## src/rtl/core/mbcs_pkg.sv

```systemverilog
// Shared types and constants of the Modbus TCP coil slave.
`default_nettype none
package mbcs_pkg;

  localparam int unsigned COIL_DEPTH_DEF     = 1024;
  localparam int unsigned MAX_READ_COILS_DEF = 256;
  localparam int unsigned QUEUE_DEPTH        = 2;
  localparam int unsigned INDEX_W            = 16;

  localparam logic [7:0]  SLAVE_ID_RST      = 8'd1;
  localparam logic [15:0] START_ADDRESS_RST = 16'd0;
  localparam logic [15:0] END_ADDRESS_RST   = 16'd1023;

  localparam logic [7:0] FC_READ_COILS  = 8'd1;
  localparam logic [7:0] FC_WRITE_COIL  = 8'd5;

  typedef enum logic [2:0] {
    ST_OK     = 3'd0,
    ST_UNIT   = 3'd1,
    ST_RANGE  = 3'd2,
    ST_QTY    = 3'd3,
    ST_FUNC   = 3'd4
  } status_e;

  typedef enum logic [1:0] {
    CFG_SLAVE_ID      = 2'd0,
    CFG_START_ADDRESS = 2'd1,
    CFG_END_ADDRESS   = 2'd2
  } cfg_index_e;

  typedef struct packed {
    logic [7:0]  slave_id;
    logic [15:0] start_address;
    logic [15:0] end_address;
  } mbcs_cfg_t;

  typedef struct packed {
    status_e            status;
    logic [INDEX_W-1:0] index;
    logic [15:0]        transaction_id;
    logic [15:0]        protocol_id;
    logic [15:0]        frame_length;
    logic [7:0]         unit_id;
    logic [7:0]         function_code;
    logic [15:0]        coil_address;
    logic [15:0]        request_word;
  } mbcs_cmd_t;

endpackage
`default_nettype wire

```

## src/rtl/core/modbus_tcp_coil_slave.sv

```systemverilog
// Flow: an accepted request passes the front-end states check, quotient, remainder and
// push, or check and push if refused, and waits in push while the queue is full.
// Back end: status item 1 beat, write reply 12 beats, read reply 9 header beats plus
// one data beat per started group of eight coils, one coil store read per cycle.
// The front end takes a new request only when idle; the queue lets it run ahead of replies.
// Reset: control cleared at once; a clearing pass zeroes every store entry, replies wait.
`default_nettype none
module modbus_tcp_coil_slave #(
  parameter int unsigned COIL_DEPTH     = mbcs_pkg::COIL_DEPTH_DEF,
  parameter int unsigned MAX_READ_COILS = mbcs_pkg::MAX_READ_COILS_DEF
) (
  input  logic        clk_i,
  input  logic        rst_ni,
  input  logic        cfg_valid_i,
  output logic        cfg_ready_o,
  input  logic [1:0]  cfg_index_i,
  input  logic [15:0] cfg_data_i,
  input  logic        in_valid_i,
  output logic        in_stall_o,
  input  logic [15:0] transaction_id_i,
  input  logic [15:0] protocol_id_i,
  input  logic [15:0] frame_length_i,
  input  logic [7:0]  unit_id_i,
  input  logic [7:0]  function_code_i,
  input  logic [15:0] coil_address_i,
  input  logic [15:0] request_word_i,
  output logic        out_valid_o,
  input  logic        out_stall_i,
  output logic [7:0]  reply_byte_o,
  output logic [2:0]  status_o,
  output logic        last_o
);
  import mbcs_pkg::*;

  mbcs_cfg_t cfg_q;
  mbcs_cmd_t push_cmd, head_cmd;
  logic      q_push, q_full, q_pop, q_empty;
  status_e   back_status;

  assign cfg_ready_o = 1'b1;

  always_ff @(posedge clk_i or negedge rst_ni) begin
    if (!rst_ni) begin
      cfg_q.slave_id      <= SLAVE_ID_RST;
      cfg_q.start_address <= START_ADDRESS_RST;
      cfg_q.end_address   <= END_ADDRESS_RST;
    end else if (cfg_valid_i && cfg_ready_o) begin
      unique case (cfg_index_i)
        CFG_SLAVE_ID:      cfg_q.slave_id      <= cfg_data_i[7:0];
        CFG_START_ADDRESS: cfg_q.start_address <= cfg_data_i;
        CFG_END_ADDRESS:   cfg_q.end_address   <= cfg_data_i;
        default: ;
      endcase
    end
  end

  mbcs_front #(
    .COIL_DEPTH     (COIL_DEPTH),
    .MAX_READ_COILS (MAX_READ_COILS)
  ) u_front (
    .clk_i            (clk_i),
    .rst_ni           (rst_ni),
    .cfg_i            (cfg_q),
    .in_valid_i       (in_valid_i),
    .in_stall_o       (in_stall_o),
    .transaction_id_i (transaction_id_i),
    .protocol_id_i    (protocol_id_i),
    .frame_length_i   (frame_length_i),
    .unit_id_i        (unit_id_i),
    .function_code_i  (function_code_i),
    .coil_address_i   (coil_address_i),
    .request_word_i   (request_word_i),
    .push_o           (q_push),
    .cmd_o            (push_cmd),
    .full_i           (q_full)
  );

  mbcs_queue u_queue (
    .clk_i       (clk_i),
    .rst_ni      (rst_ni),
    .push_i      (q_push),
    .push_data_i (push_cmd),
    .full_o      (q_full),
    .pop_i       (q_pop),
    .empty_o     (q_empty),
    .head_o      (head_cmd)
  );

  mbcs_back #(
    .COIL_DEPTH     (COIL_DEPTH),
    .MAX_READ_COILS (MAX_READ_COILS)
  ) u_back (
    .clk_i        (clk_i),
    .rst_ni       (rst_ni),
    .head_i       (head_cmd),
    .empty_i      (q_empty),
    .pop_o        (q_pop),
    .out_valid_o  (out_valid_o),
    .out_stall_i  (out_stall_i),
    .reply_byte_o (reply_byte_o),
    .status_o     (back_status),
    .last_o       (last_o)
  );

  assign status_o = back_status;

  a_status_beat_form : assert property (@(posedge clk_i) disable iff (!rst_ni)
    out_valid_o && status_o != ST_OK |-> reply_byte_o == 8'd0 && last_o)
    else $error("status beat carries data or is not last");

  a_no_push_when_full : assert property (@(posedge clk_i) disable iff (!rst_ni)
    q_push |-> !q_full)
    else $error("front end pushed into a full queue");

  a_no_pop_when_empty : assert property (@(posedge clk_i) disable iff (!rst_ni)
    q_pop |-> !q_empty)
    else $error("back end popped an empty queue");

endmodule
`default_nettype wire

```

## src/rtl/core/mbcs_ram.sv

```systemverilog
// Generic single-write, single-read RAM with registered read data.
`default_nettype none
module mbcs_ram #(
  parameter int unsigned WIDTH = 1,
  parameter int unsigned DEPTH = 1024
) (
  input  logic                     clk_i,
  input  logic                     we_i,
  input  logic [$clog2(DEPTH)-1:0] waddr_i,
  input  logic [WIDTH-1:0]         wdata_i,
  input  logic                     re_i,
  input  logic [$clog2(DEPTH)-1:0] raddr_i,
  output logic [WIDTH-1:0]         rdata_o
);

  logic [WIDTH-1:0] mem_q [DEPTH];
  logic [WIDTH-1:0] rdata_q;

  always_ff @(posedge clk_i) begin
    if (we_i) begin
      mem_q[waddr_i] <= wdata_i;
    end
    if (re_i) begin
      rdata_q <= mem_q[raddr_i];
    end
  end

  assign rdata_o = rdata_q;

endmodule
`default_nettype wire

```

## src/rtl/core/mbcs_front.sv

```systemverilog
// Request front end: accept, classify and map the coil address onto the store.
`default_nettype none
module mbcs_front #(
  parameter int unsigned COIL_DEPTH     = mbcs_pkg::COIL_DEPTH_DEF,
  parameter int unsigned MAX_READ_COILS = mbcs_pkg::MAX_READ_COILS_DEF
) (
  input  logic                clk_i,
  input  logic                rst_ni,
  input  mbcs_pkg::mbcs_cfg_t cfg_i,
  input  logic                in_valid_i,
  output logic                in_stall_o,
  input  logic [15:0]         transaction_id_i,
  input  logic [15:0]         protocol_id_i,
  input  logic [15:0]         frame_length_i,
  input  logic [7:0]          unit_id_i,
  input  logic [7:0]          function_code_i,
  input  logic [15:0]         coil_address_i,
  input  logic [15:0]         request_word_i,
  output logic                push_o,
  output mbcs_pkg::mbcs_cmd_t cmd_o,
  input  logic                full_i
);
  import mbcs_pkg::*;

  localparam logic [2:0] F_IDLE  = 3'd0;
  localparam logic [2:0] F_CHECK = 3'd1;
  localparam logic [2:0] F_QUOT  = 3'd2;
  localparam logic [2:0] F_REM   = 3'd3;
  localparam logic [2:0] F_PUSH  = 3'd4;

  // Reciprocal of the store depth, exact for every 16-bit offset.
  localparam int unsigned     RED_SHIFT = 16 + $clog2(COIL_DEPTH);
  localparam longint unsigned RED_MUL   =
    ((64'd1 << RED_SHIFT) + 64'(COIL_DEPTH) - 64'd1) / 64'(COIL_DEPTH);
  localparam logic [17:0]     RED_MUL_W = 18'(RED_MUL);

  logic [2:0]  state_q, state_d;
  mbcs_cmd_t   cmd_q, cmd_d;
  logic [15:0] rem_q, rem_d;
  logic [15:0] quot_q, quot_d;
  status_e     chk_status;
  logic [16:0] span_end;
  logic [33:0] quot_prod;
  logic [32:0] quot_back;

  assign span_end  = {1'b0, cmd_q.coil_address} + {1'b0, cmd_q.request_word};
  assign quot_prod = {18'd0, rem_q} * {16'd0, RED_MUL_W};
  assign quot_back = 33'(quot_q) * 33'(COIL_DEPTH);

  always_comb begin
    priority if (cmd_q.unit_id != cfg_i.slave_id) begin
      chk_status = ST_UNIT;
    end else if (cmd_q.function_code != FC_READ_COILS &&
                 cmd_q.function_code != FC_WRITE_COIL) begin
      chk_status = ST_FUNC;
    end else if (cmd_q.coil_address < cfg_i.start_address ||
                 cmd_q.coil_address > cfg_i.end_address) begin
      chk_status = ST_RANGE;
    end else if (cmd_q.function_code == FC_READ_COILS &&
                 (cmd_q.request_word == 16'd0 ||
                  cmd_q.request_word > 16'(MAX_READ_COILS))) begin
      chk_status = ST_QTY;
    end else if (cmd_q.function_code == FC_READ_COILS &&
                 span_end > ({1'b0, cfg_i.end_address} + 17'd1)) begin
      chk_status = ST_RANGE;
    end else begin
      chk_status = ST_OK;
    end
  end

  always_comb begin
    state_d = state_q;
    cmd_d   = cmd_q;
    rem_d   = rem_q;
    quot_d  = quot_q;
    push_o  = 1'b0;
    unique case (state_q)
      F_IDLE: begin
        if (in_valid_i) begin
          cmd_d.status         = ST_OK;
          cmd_d.index          = '0;
          cmd_d.transaction_id = transaction_id_i;
          cmd_d.protocol_id    = protocol_id_i;
          cmd_d.frame_length   = frame_length_i;
          cmd_d.unit_id        = unit_id_i;
          cmd_d.function_code  = function_code_i;
          cmd_d.coil_address   = coil_address_i;
          cmd_d.request_word   = request_word_i;
          state_d              = F_CHECK;
        end
      end
      F_CHECK: begin
        cmd_d.status = chk_status;
        rem_d        = cmd_q.coil_address - cfg_i.start_address;
        state_d      = (chk_status == ST_OK) ? F_QUOT : F_PUSH;
      end
      F_QUOT: begin
        quot_d  = 16'(quot_prod >> RED_SHIFT);
        state_d = F_REM;
      end
      F_REM: begin
        rem_d   = rem_q - quot_back[15:0];
        state_d = F_PUSH;
      end
      F_PUSH: begin
        cmd_d.index = INDEX_W'(rem_q);
        if (!full_i) begin
          push_o  = 1'b1;
          state_d = F_IDLE;
        end
      end
      default: state_d = F_IDLE;
    endcase
  end

  always_ff @(posedge clk_i or negedge rst_ni) begin
    if (!rst_ni) begin
      state_q <= F_IDLE;
    end else begin
      state_q <= state_d;
    end
  end

  always_ff @(posedge clk_i) begin
    cmd_q  <= cmd_d;
    rem_q  <= rem_d;
    quot_q <= quot_d;
  end

  assign in_stall_o = (state_q != F_IDLE);

  always_comb begin
    cmd_o       = cmd_q;
    cmd_o.index = INDEX_W'(rem_q);
  end

endmodule
`default_nettype wire

```

## src/rtl/core/mbcs_queue.sv

```systemverilog
// Short command queue between front end and back end.
`default_nettype none
module mbcs_queue (
  input  logic                clk_i,
  input  logic                rst_ni,
  input  logic                push_i,
  input  mbcs_pkg::mbcs_cmd_t push_data_i,
  output logic                full_o,
  input  logic                pop_i,
  output logic                empty_o,
  output mbcs_pkg::mbcs_cmd_t head_o
);
  import mbcs_pkg::*;

  localparam int unsigned PTR_W = (QUEUE_DEPTH > 1) ? $clog2(QUEUE_DEPTH) : 1;
  localparam int unsigned CNT_W = $clog2(QUEUE_DEPTH + 1);

  mbcs_cmd_t        mem_q [QUEUE_DEPTH];
  logic [PTR_W-1:0] wr_q, rd_q;
  logic [CNT_W-1:0] cnt_q;
  logic             do_push, do_pop;

  assign full_o  = (cnt_q == CNT_W'(QUEUE_DEPTH));
  assign empty_o = (cnt_q == '0);
  assign do_push = push_i && !full_o;
  assign do_pop  = pop_i && !empty_o;
  assign head_o  = mem_q[rd_q];

  always_ff @(posedge clk_i or negedge rst_ni) begin
    if (!rst_ni) begin
      wr_q  <= '0;
      rd_q  <= '0;
      cnt_q <= '0;
    end else begin
      if (do_push) begin
        wr_q <= (wr_q == PTR_W'(QUEUE_DEPTH - 1)) ? '0 : wr_q + 1'b1;
      end
      if (do_pop) begin
        rd_q <= (rd_q == PTR_W'(QUEUE_DEPTH - 1)) ? '0 : rd_q + 1'b1;
      end
      if (do_push && !do_pop) begin
        cnt_q <= cnt_q + 1'b1;
      end else if (do_pop && !do_push) begin
        cnt_q <= cnt_q - 1'b1;
      end
    end
  end

  always_ff @(posedge clk_i) begin
    if (do_push) begin
      mem_q[wr_q] <= push_data_i;
    end
  end

endmodule
`default_nettype wire

```

## src/rtl/core/mbcs_back.sv

```systemverilog
// Back end: coil store, clearing pass and reply byte sequencer.
`default_nettype none
module mbcs_back #(
  parameter int unsigned COIL_DEPTH     = mbcs_pkg::COIL_DEPTH_DEF,
  parameter int unsigned MAX_READ_COILS = mbcs_pkg::MAX_READ_COILS_DEF
) (
  input  logic                clk_i,
  input  logic                rst_ni,
  input  mbcs_pkg::mbcs_cmd_t head_i,
  input  logic                empty_i,
  output logic                pop_o,
  output logic                out_valid_o,
  input  logic                out_stall_i,
  output logic [7:0]          reply_byte_o,
  output mbcs_pkg::status_e   status_o,
  output logic                last_o
);
  import mbcs_pkg::*;

  localparam int unsigned IDX_W = $clog2(COIL_DEPTH);
  localparam int unsigned QTY_W = $clog2(MAX_READ_COILS + 1);
  localparam logic [7:0]  LEN_BASE = 8'd3;

  localparam logic [2:0] B_CLEAR  = 3'd0;
  localparam logic [2:0] B_IDLE   = 3'd1;
  localparam logic [2:0] B_STAT   = 3'd2;
  localparam logic [2:0] B_HDR    = 3'd3;
  localparam logic [2:0] B_GATHER = 3'd4;
  localparam logic [2:0] B_DATA   = 3'd5;

  function automatic logic [7:0] hdr_byte(input mbcs_cmd_t c, input logic [3:0] i,
                                          input logic [7:0] n);
    logic       wr;
    logic [7:0] b;
    wr = (c.function_code == FC_WRITE_COIL);
    unique case (i)
      4'd0:    b = c.transaction_id[15:8];
      4'd1:    b = c.transaction_id[7:0];
      4'd2:    b = c.protocol_id[15:8];
      4'd3:    b = c.protocol_id[7:0];
      4'd4:    b = wr ? c.frame_length[15:8] : 8'd0;
      4'd5:    b = wr ? c.frame_length[7:0] : LEN_BASE + n;
      4'd6:    b = c.unit_id;
      4'd7:    b = wr ? FC_WRITE_COIL : FC_READ_COILS;
      4'd8:    b = wr ? c.coil_address[15:8] : n;
      4'd9:    b = c.coil_address[7:0];
      4'd10:   b = c.request_word[15:8];
      4'd11:   b = c.request_word[7:0];
      default: b = 8'd0;
    endcase
    return b;
  endfunction

  logic [2:0]       state_q, state_d;
  mbcs_cmd_t        cmd_q, cmd_d;
  logic [3:0]       idx_q, idx_d;
  logic [QTY_W-1:0] rem_q, rem_d;
  logic [3:0]       issued_q, issued_d, got_q, got_d;
  logic [7:0]       byte_q, byte_d;
  logic [IDX_W-1:0] ptr_q, ptr_d, clr_q, clr_d;
  logic             pend_q;
  logic             out_vld_q, out_vld_d;
  logic [7:0]       out_byte_q, out_byte_d;
  status_e          out_stat_q, out_stat_d;
  logic             out_last_q, out_last_d;

  logic             ld, emit, e_last;
  logic [7:0]       e_byte;
  status_e          e_stat;
  logic [3:0]       nb;
  logic [7:0]       nbytes;
  logic             we, re, wdata, rdata;
  logic [IDX_W-1:0] waddr;

  assign ld     = !out_vld_q || !out_stall_i;
  assign nb     = (rem_q >= QTY_W'(8)) ? 4'd8 : 4'(rem_q);
  assign nbytes = 8'((17'(cmd_q.request_word) + 17'd7) >> 3);

  always_comb begin
    state_d  = state_q;
    cmd_d    = cmd_q;
    idx_d    = idx_q;
    rem_d    = rem_q;
    issued_d = issued_q;
    got_d    = got_q;
    byte_d   = byte_q;
    ptr_d    = ptr_q;
    clr_d    = clr_q;
    pop_o    = 1'b0;
    we       = 1'b0;
    waddr    = clr_q;
    wdata    = 1'b0;
    re       = 1'b0;
    emit     = 1'b0;
    e_byte   = 8'd0;
    e_stat   = ST_OK;
    e_last   = 1'b0;
    if (pend_q) begin
      byte_d[got_q[2:0]] = rdata;
      got_d              = got_q + 4'd1;
    end
    unique case (state_q)
      B_CLEAR: begin
        we    = 1'b1;
        clr_d = clr_q + 1'b1;
        if (clr_q == IDX_W'(COIL_DEPTH - 1)) begin
          state_d = B_IDLE;
        end
      end
      B_IDLE: begin
        if (!empty_i) begin
          pop_o    = 1'b1;
          cmd_d    = head_i;
          idx_d    = 4'd0;
          issued_d = 4'd0;
          got_d    = 4'd0;
          byte_d   = 8'd0;
          rem_d    = QTY_W'(head_i.request_word);
          ptr_d    = IDX_W'(head_i.index);
          if (head_i.status != ST_OK) begin
            state_d = B_STAT;
          end else begin
            if (head_i.function_code == FC_WRITE_COIL) begin
              we    = 1'b1;
              waddr = IDX_W'(head_i.index);
              wdata = |head_i.request_word[15:8];
            end
            state_d = B_HDR;
          end
        end
      end
      B_STAT: begin
        if (ld) begin
          emit    = 1'b1;
          e_stat  = cmd_q.status;
          e_last  = 1'b1;
          state_d = B_IDLE;
        end
      end
      B_HDR: begin
        if (ld) begin
          emit   = 1'b1;
          e_byte = hdr_byte(cmd_q, idx_q, nbytes);
          idx_d  = idx_q + 4'd1;
          if (cmd_q.function_code == FC_WRITE_COIL) begin
            if (idx_q == 4'd11) begin
              e_last  = 1'b1;
              state_d = B_IDLE;
            end
          end else if (idx_q == 4'd8) begin
            state_d = B_GATHER;
          end
        end
      end
      B_GATHER: begin
        if (issued_q < nb) begin
          re       = 1'b1;
          issued_d = issued_q + 4'd1;
          ptr_d    = (ptr_q == IDX_W'(COIL_DEPTH - 1)) ? '0 : ptr_q + 1'b1;
        end
        if (got_q == nb) begin
          state_d = B_DATA;
        end
      end
      B_DATA: begin
        if (ld) begin
          emit     = 1'b1;
          e_byte   = byte_q;
          e_last   = (rem_q <= QTY_W'(8));
          rem_d    = rem_q - QTY_W'(nb);
          issued_d = 4'd0;
          got_d    = 4'd0;
          byte_d   = 8'd0;
          state_d  = e_last ? B_IDLE : B_GATHER;
        end
      end
      default: state_d = B_IDLE;
    endcase
  end

  always_comb begin
    out_vld_d  = out_vld_q && out_stall_i;
    out_byte_d = out_byte_q;
    out_stat_d = out_stat_q;
    out_last_d = out_last_q;
    if (ld && emit) begin
      out_vld_d  = 1'b1;
      out_byte_d = e_byte;
      out_stat_d = e_stat;
      out_last_d = e_last;
    end
  end

  always_ff @(posedge clk_i or negedge rst_ni) begin
    if (!rst_ni) begin
      state_q   <= B_CLEAR;
      clr_q     <= '0;
      pend_q    <= 1'b0;
      out_vld_q <= 1'b0;
    end else begin
      state_q   <= state_d;
      clr_q     <= clr_d;
      pend_q    <= re;
      out_vld_q <= out_vld_d;
    end
  end

  always_ff @(posedge clk_i) begin
    cmd_q      <= cmd_d;
    idx_q      <= idx_d;
    rem_q      <= rem_d;
    issued_q   <= issued_d;
    got_q      <= got_d;
    byte_q     <= byte_d;
    ptr_q      <= ptr_d;
    out_byte_q <= out_byte_d;
    out_stat_q <= out_stat_d;
    out_last_q <= out_last_d;
  end

  mbcs_ram #(
    .WIDTH (1),
    .DEPTH (COIL_DEPTH)
  ) u_coil_ram (
    .clk_i   (clk_i),
    .we_i    (we),
    .waddr_i (waddr),
    .wdata_i (wdata),
    .re_i    (re),
    .raddr_i (ptr_q),
    .rdata_o (rdata)
  );

  assign out_valid_o  = out_vld_q;
  assign reply_byte_o = out_byte_q;
  assign status_o     = out_stat_q;
  assign last_o       = out_last_q;

endmodule
`default_nettype wire

```

## config.mk

```make
export PLATFORM = sky130hd
export DESIGN_NAME = modbus_tcp_coil_slave
export DESIGN_NICKNAME = d
export VERILOG_FILES = /design/src/rtl/core/mbcs_pkg.sv /design/src/rtl/core/modbus_tcp_coil_slave.sv /design/src/rtl/core/mbcs_ram.sv /design/src/rtl/core/mbcs_front.sv /design/src/rtl/core/mbcs_queue.sv /design/src/rtl/core/mbcs_back.sv
export SDC_FILE = /design/constraint.sdc
export NUM_CORES = 2
export LEC_CHECK = 0
export BUFFER_PORTS_ARGS = -buffer_cell sky130_fd_sc_hd__buf_2
export CAP_MARGIN = 20
export CORE_UTILIZATION = 50
export DETAILED_ROUTE_END_ITERATION = 10
export PLACE_DENSITY = 0.66
export SLEW_MARGIN = 0
export SYNTH_ARGS = -nofsm -noshare
export SYNTH_HDL_FRONTEND = slang
export SYNTH_HIERARCHICAL = 1
export SYNTH_SLANG_ARGS = --single-unit
```

## constraint.sdc

```tcl
create_clock -name clk_i -period 89.8 [get_ports clk_i]
set_input_delay 22.45 -clock clk_i [delete_from_list [all_inputs] [get_ports clk_i]]
set_output_delay 22.45 -clock clk_i [all_outputs]
set_load 0.01 [all_outputs]
```

# Word-level counts from Yosys, hierarchy flattened

Memory sizes are Yosys's and may differ from the RTL's. A register that Yosys moved wholly into a read port is not among the register bits.
Cells that the tools add are included.

Bits in registers: 333
Bits in writable memories: 1254
Input port bits: 119
Output and inout bits: 15
Memories: 2

Memory list:

| name                    | depth | bits a word | rd ports | clocked after Yosys merged registers in | write ports | line             | text |
|---|---|---|---|---|---|---|---|
| u_back.u_coil_ram.mem_q | 1024  | 1           | 1        | 1                                       | 1           | mbcs_ram.sv:16   | `logic [WIDTH-1:0] mem_q [DEPTH];` |
| u_queue.mem_q           | 2     | 115         | 1        | 0                                       | 1           | mbcs_queue.sv:18 | `mbcs_cmd_t mem_q [QUEUE_DEPTH];` |

Add/subtract/negate cells: 16
Magnitude comparators: 9
Equal/unequal tests: 43
Multiplexer cells: 91
Bitwise gates (word level): 1
Reduce and logical (&&, ||, !) cells: 50

Operators by type and width:

| operator              | number |
|---|---|
| $mux 115              | 1 |
| $pmux 8 s12           | 1 |
| $mux 10               | 7 |
| $mux 8                | 8 |
| $mux 3                | 18 |
| $mux 4                | 8 |
| $pmux 16 s2           | 1 |
| $pmux 8 s2            | 2 |
| $sub 16x16->16        | 2 |
| $mux 1                | 28 |
| $add 10x1->10 const B | 2 |
| $eq 10x10->1 const B  | 2 |
| $pmux 10 s2           | 1 |
| $mux 9                | 2 |
| $pmux 3 s6            | 1 |
| $pmux 9 s2            | 1 |
| $add 16x1->17 const B | 1 |
| $add 16x16->17        | 1 |
| $gt 17x17->1          | 1 |
| $eq 4x3->1 const B    | 4 |
| $eq 4x4->1 const B    | 4 |
| $eq 8x3->1 const B    | 2 |
| $gt 16x16->1          | 1 |
| $gt 16x9->1 const B   | 1 |
| other kinds (54)      | 110 |

# Longest topological paths before layout

Word-level depth: 11
Depth in mapped cells: 15
Gate-level depth less buffers: 15

# Hierarchy

Netlist, hierarchy kept.

By module, submodules not included:

| module                | instances | cells each | area an instance (um^2) | sequential area each (um^2) |
|---|---|---|---|---|
| mbcs_ram              | 1         | 3112       | 44666.6                 | 30779.5 |
| mbcs_queue            | 1         | 377        | 8650.8                  | 7006.7 |
| mbcs_back             | 1         | 648        | 7946.4                  | 4759.6 |
| mbcs_front            | 1         | 564        | 6872.8                  | 3708.6 |
| modbus_tcp_coil_slave | 1         | 87         | 1550.2                  | 1014.7 |

# Worst setup path after synthesis

No wires, ideal clock.

Path type: reg-to-reg
Start point: reg u_back.state_q[2]
End point: mem u_back.u_coil_ram.mem_q[0] (data pin)
Library setup time: 5.691 ns
Data arrival time: 29.985 ns
Data required time: 84.109 ns
Path slack: 54.124 ns
Stages on the path, launching flop included: 7
Cells stage by stage: dfrtp_1 > buf_2 > or4_4 > inv_2 > nand4_1 > buf_2 > a21oi_1

Cells in the longest elaborated chain, start to end: 2

Ends and longest elaborated chain:

| item                   | line             | text |
|---|---|---|
| from (decl)            | mbcs_back.sv:54  | `logic [2:0] state_q, state_d;` |
| from (signal assigned) | mbcs_back.sv:201 | `state_q <= state_d;` |
| $eq 3x1->1             | mbcs_back.sv:102 | `unique case (state_q)` |
| $mux 1                 | mbcs_back.sv:102 |  |
| net u_back.wdata       | mbcs_back.sv:72  | `logic we, re, wdata, rdata;` |
| to (decl)              | mbcs_ram.sv:16   |  |

The timed path passes the listed nets, and every way through them passes these cells.

# Worst setup path after layout

Start point: reg u_front.state_q[1]
End point: out in_stall_o

Cells in the longest elaborated chain, start to end: 1

Ends and longest elaborated chain:

| item                   | line                        | text |
|---|---|---|
| from (decl)            | mbcs_front.sv:37            | `logic [2:0] state_q, state_d;` |
| from (signal assigned) | mbcs_front.sv:120           | `state_q <= state_d;` |
| $reduce_bool 3->1      | mbcs_front.sv:130           | `assign in_stall_o = (state_q != F_IDLE);` |
| to (decl)              | modbus_tcp_coil_slave.sv:19 | `output logic in_stall_o,` |

Every way passes these cells.

==> impl_metrics.yaml <==
run_status:
  status: "finished clean"
setup_path:
  slowest_delay_ns: 0.45
  cpLargestDelayFamily: "flip-flops"
  startpoint_type: "register"
  cp-end-kind: "primary output"
  path_cells: "or3_1 -> buf_2"
  worstSetupPathType: "reg -> out"
  cp_max_fo: 8
  crit_path_top_delay_cell: "dfrtp_1"
  worstPathRequired_ns: 67.35
  crit_buf_inv: 1
  arrival_ns: 1.84
timing:
  slew_headroom_pct: 19.5
  max_slew.worst_pin.slew_ns: 1.21
  min_period_ns: 24.29
  tns_ns: 0
  slew_viol_final: 0
  final.setup_skew_ns: 0.0232
  final-setup-viol-count: 0
  rsz0062_at_grt: "no"
  fin_ws_ns: 65.51
  fmaxAchievable_mhz: 41.2
  post-route-period-util_pct: 27.0
  hold_viol: 0
grt:
  grt_pass1_vias: 39700
  grt_usage_pct: 25.4
  grt_pass1_wl_mm: 257
  antenna_found_initial: 2
  overflow: 0
  grt_max_degree: 268
clock_tree:
  cts_root_buf: "clkbuf_16"
  path_clk_slew_ns: 0.06
  tritoncts: "yes"
  htreeDepth: 4
  cts.sinks: 1564
  cts_buffers: 161
  clk_latency_ns: 0.80
  cts_resized: 0
  clk_path_buf_depth: 3
  post-cts-setup-buffers: 0
  holdBufCountCts: 0
placed_design:
  dp_cells: 6311
  gp_congestion: 0.903
  dp_hpwl_mm: 98.2
  pre_cts_slack_ns: 65.54
  numPortBuffers: 132
power:
  power.density_nw_per_um2: 27.9
  finalPower_mw: 2.12
  p_leak_nw: 25.8
  peakVddDrop_mv: 0.0217
worst_hold_path:
  holdCritPathClass: "reg -> reg"
floorplanning:
  die_w_um: 372
  fp-row-count: 135
  die_h_um: 372
  coreArea_um2: 136000
  initial_core_util_pct: 50.4
  io_pins: 134
  dieArea_um2: 138000
flow_run:
  drv_cap: 0
layout:
  drive_gt1_share_pct: 18.6
  final_nets: 4921
  n_antenna_cell: 0
  fin_util_pct: 56.1
  stdcell_count: 6634
  nFillCells: 10800
  synthToLayoutAreaGrowth_pct: 11.2
logic_synthesis:
  syn_area_um2: 68400
  synthCells: 4683
  syn-num-nets: 4884
  synth.avg_cell_area_um2: 14.6
  yosysWarnings: 6
routing:
  wl_per_cell_um: 26.3
  vias_per_cell: 6.10
  dr_total_vias: 40500
  drt_wl_total_mm: 175
  dr.pass1.iters: 6
  ant_nets: 0
  drc: 0
  first_iter_violations: 5284
[per-stage QoR]
stage / instance area, um2 / hold slack [ns]
6_report: 76000 / 0.444
5_1_grt: 76000 / 0.460
2_1_floorplan: 68400 / 0.421
3_5_place_dp: 70400 / 0.434
4_1_cts: 75400 / 0.445
3_3_place_gp: 70300 / 0.426
[worst register-to-register path, stage by stage (launching register included)]
cell and delay [ns]:
dfrtp_4 0.93, buf_4 0.91, mux2_2 0.47, nor3_1 0.43, nand4_1 0.74, a21oi_4 1.06
buf_12 0.67, buf_12 0.77, buf_4 1.09
[worst paths after layout]
kind / start / end / slack (ns) / cells after the start
worst min register to register: u_front/rem_q[3]$_DFFE_PP_ / u_queue/mem_q[0][99]$_DFFE_PP_ / 0.44 / 0
min in group asynchronous: rst_ni / cfg_q[13]$_DFFE_PN0P_ / 21.84 / 2
max in group asynchronous: rst_ni / u_queue/rd_q$_DFFE_PN0P_ / 67.24 / 2
worst min-delay path: u_front/rem_q[3]$_DFFE_PP_ / u_queue/mem_q[0][99]$_DFFE_PP_ / 0.44 / 0
worst max-delay path: u_front/state_q[1]$_DFFE_PN0P_ / in_stall_o / 65.51 / 2
worst max register to register: u_queue/rd_q$_DFFE_PN0P_ / u_back/u_coil_ram/mem_q[252]$_DFFE_PP_ / 82.28 / 8
[final cells by class]
type | count | area [um2] | area share [%]
Tap cell | 1781 | 2230 | 2.93
Sequential cell | 1564 | 46600 | 61.2
Inverter | 62 | 236 | 0.311
Clock buffer | 210 | 4370 | 5.75
Clock inverter | 86 | 661 | 0.869
Timing Repair Buffer | 236 | 1950 | 2.56
Multi-Input combinational cell | 2695 | 20100 | 26.4
[power by group]
part	switching, mW	total, mW	internal [mW]
clock	0.276	0.640	0.364
combinational	0.348	0.546	0.198
sequential	0.0540	0.933	0.879
total	0.678	2.12	1.44
[flip-flops by register name, indices dropped and copies added, names as in the netlist, 8 cells and up]
name and flops:
cfg_q 40, u_back/byte_q 8, u_back/clr_q 10, u_back/cmd_q 99
u_back/ptr_q 10, u_back/rem_q 9, u_back/reply_byte_o 8, u_back/u_coil_ram/mem_q 1024
u_front/cmd_o 99, u_front/rem_q 10, u_queue/mem_q 218
[cells in the final DEF, fill, tap and decap left out, types with 18 or more instances in the layout]
cell type / instances
edfxtp_1: 1490
nor2_1: 1109
mux4_2: 200
clkbuf_16: 167
nand2_1: 155
mux2i_1: 136
buf_2: 133
mux2_2: 122
a21oi_1: 83
ha_1: 80
buf_4: 73
nor3_1: 69
xnor2_1: 57
inv_1: 56
o21ai_0: 52
o221ai_1: 52
dfrtp_1: 50
clkbuf_1: 40
mux2_4: 40
clkinv_1: 36
nand3_1: 35
nand4_1: 31
o22ai_1: 30
clkinv_2: 29
a22oi_1: 27
xor2_1: 23
buf_16: 23
nand2b_1: 21
a211oi_1: 19
a31oi_1: 18
[per-layer routing]
metal / GRT usage, % / part of all wire (%) / routed length [um] / vias up
li1: - / - / - / 17600
met1: 35.5 / 40 / 70200 / 20600
met2: 40.2 / 47 / 82300 / 1880
met3: 4.63 / 9.4 / 16400 / 319
met4: 8.94 / 3.3 / 5790 / 2
met5: 0 / 0.0074 / 13 / -
Note: power is estimated with default switching activity, not from simulation.
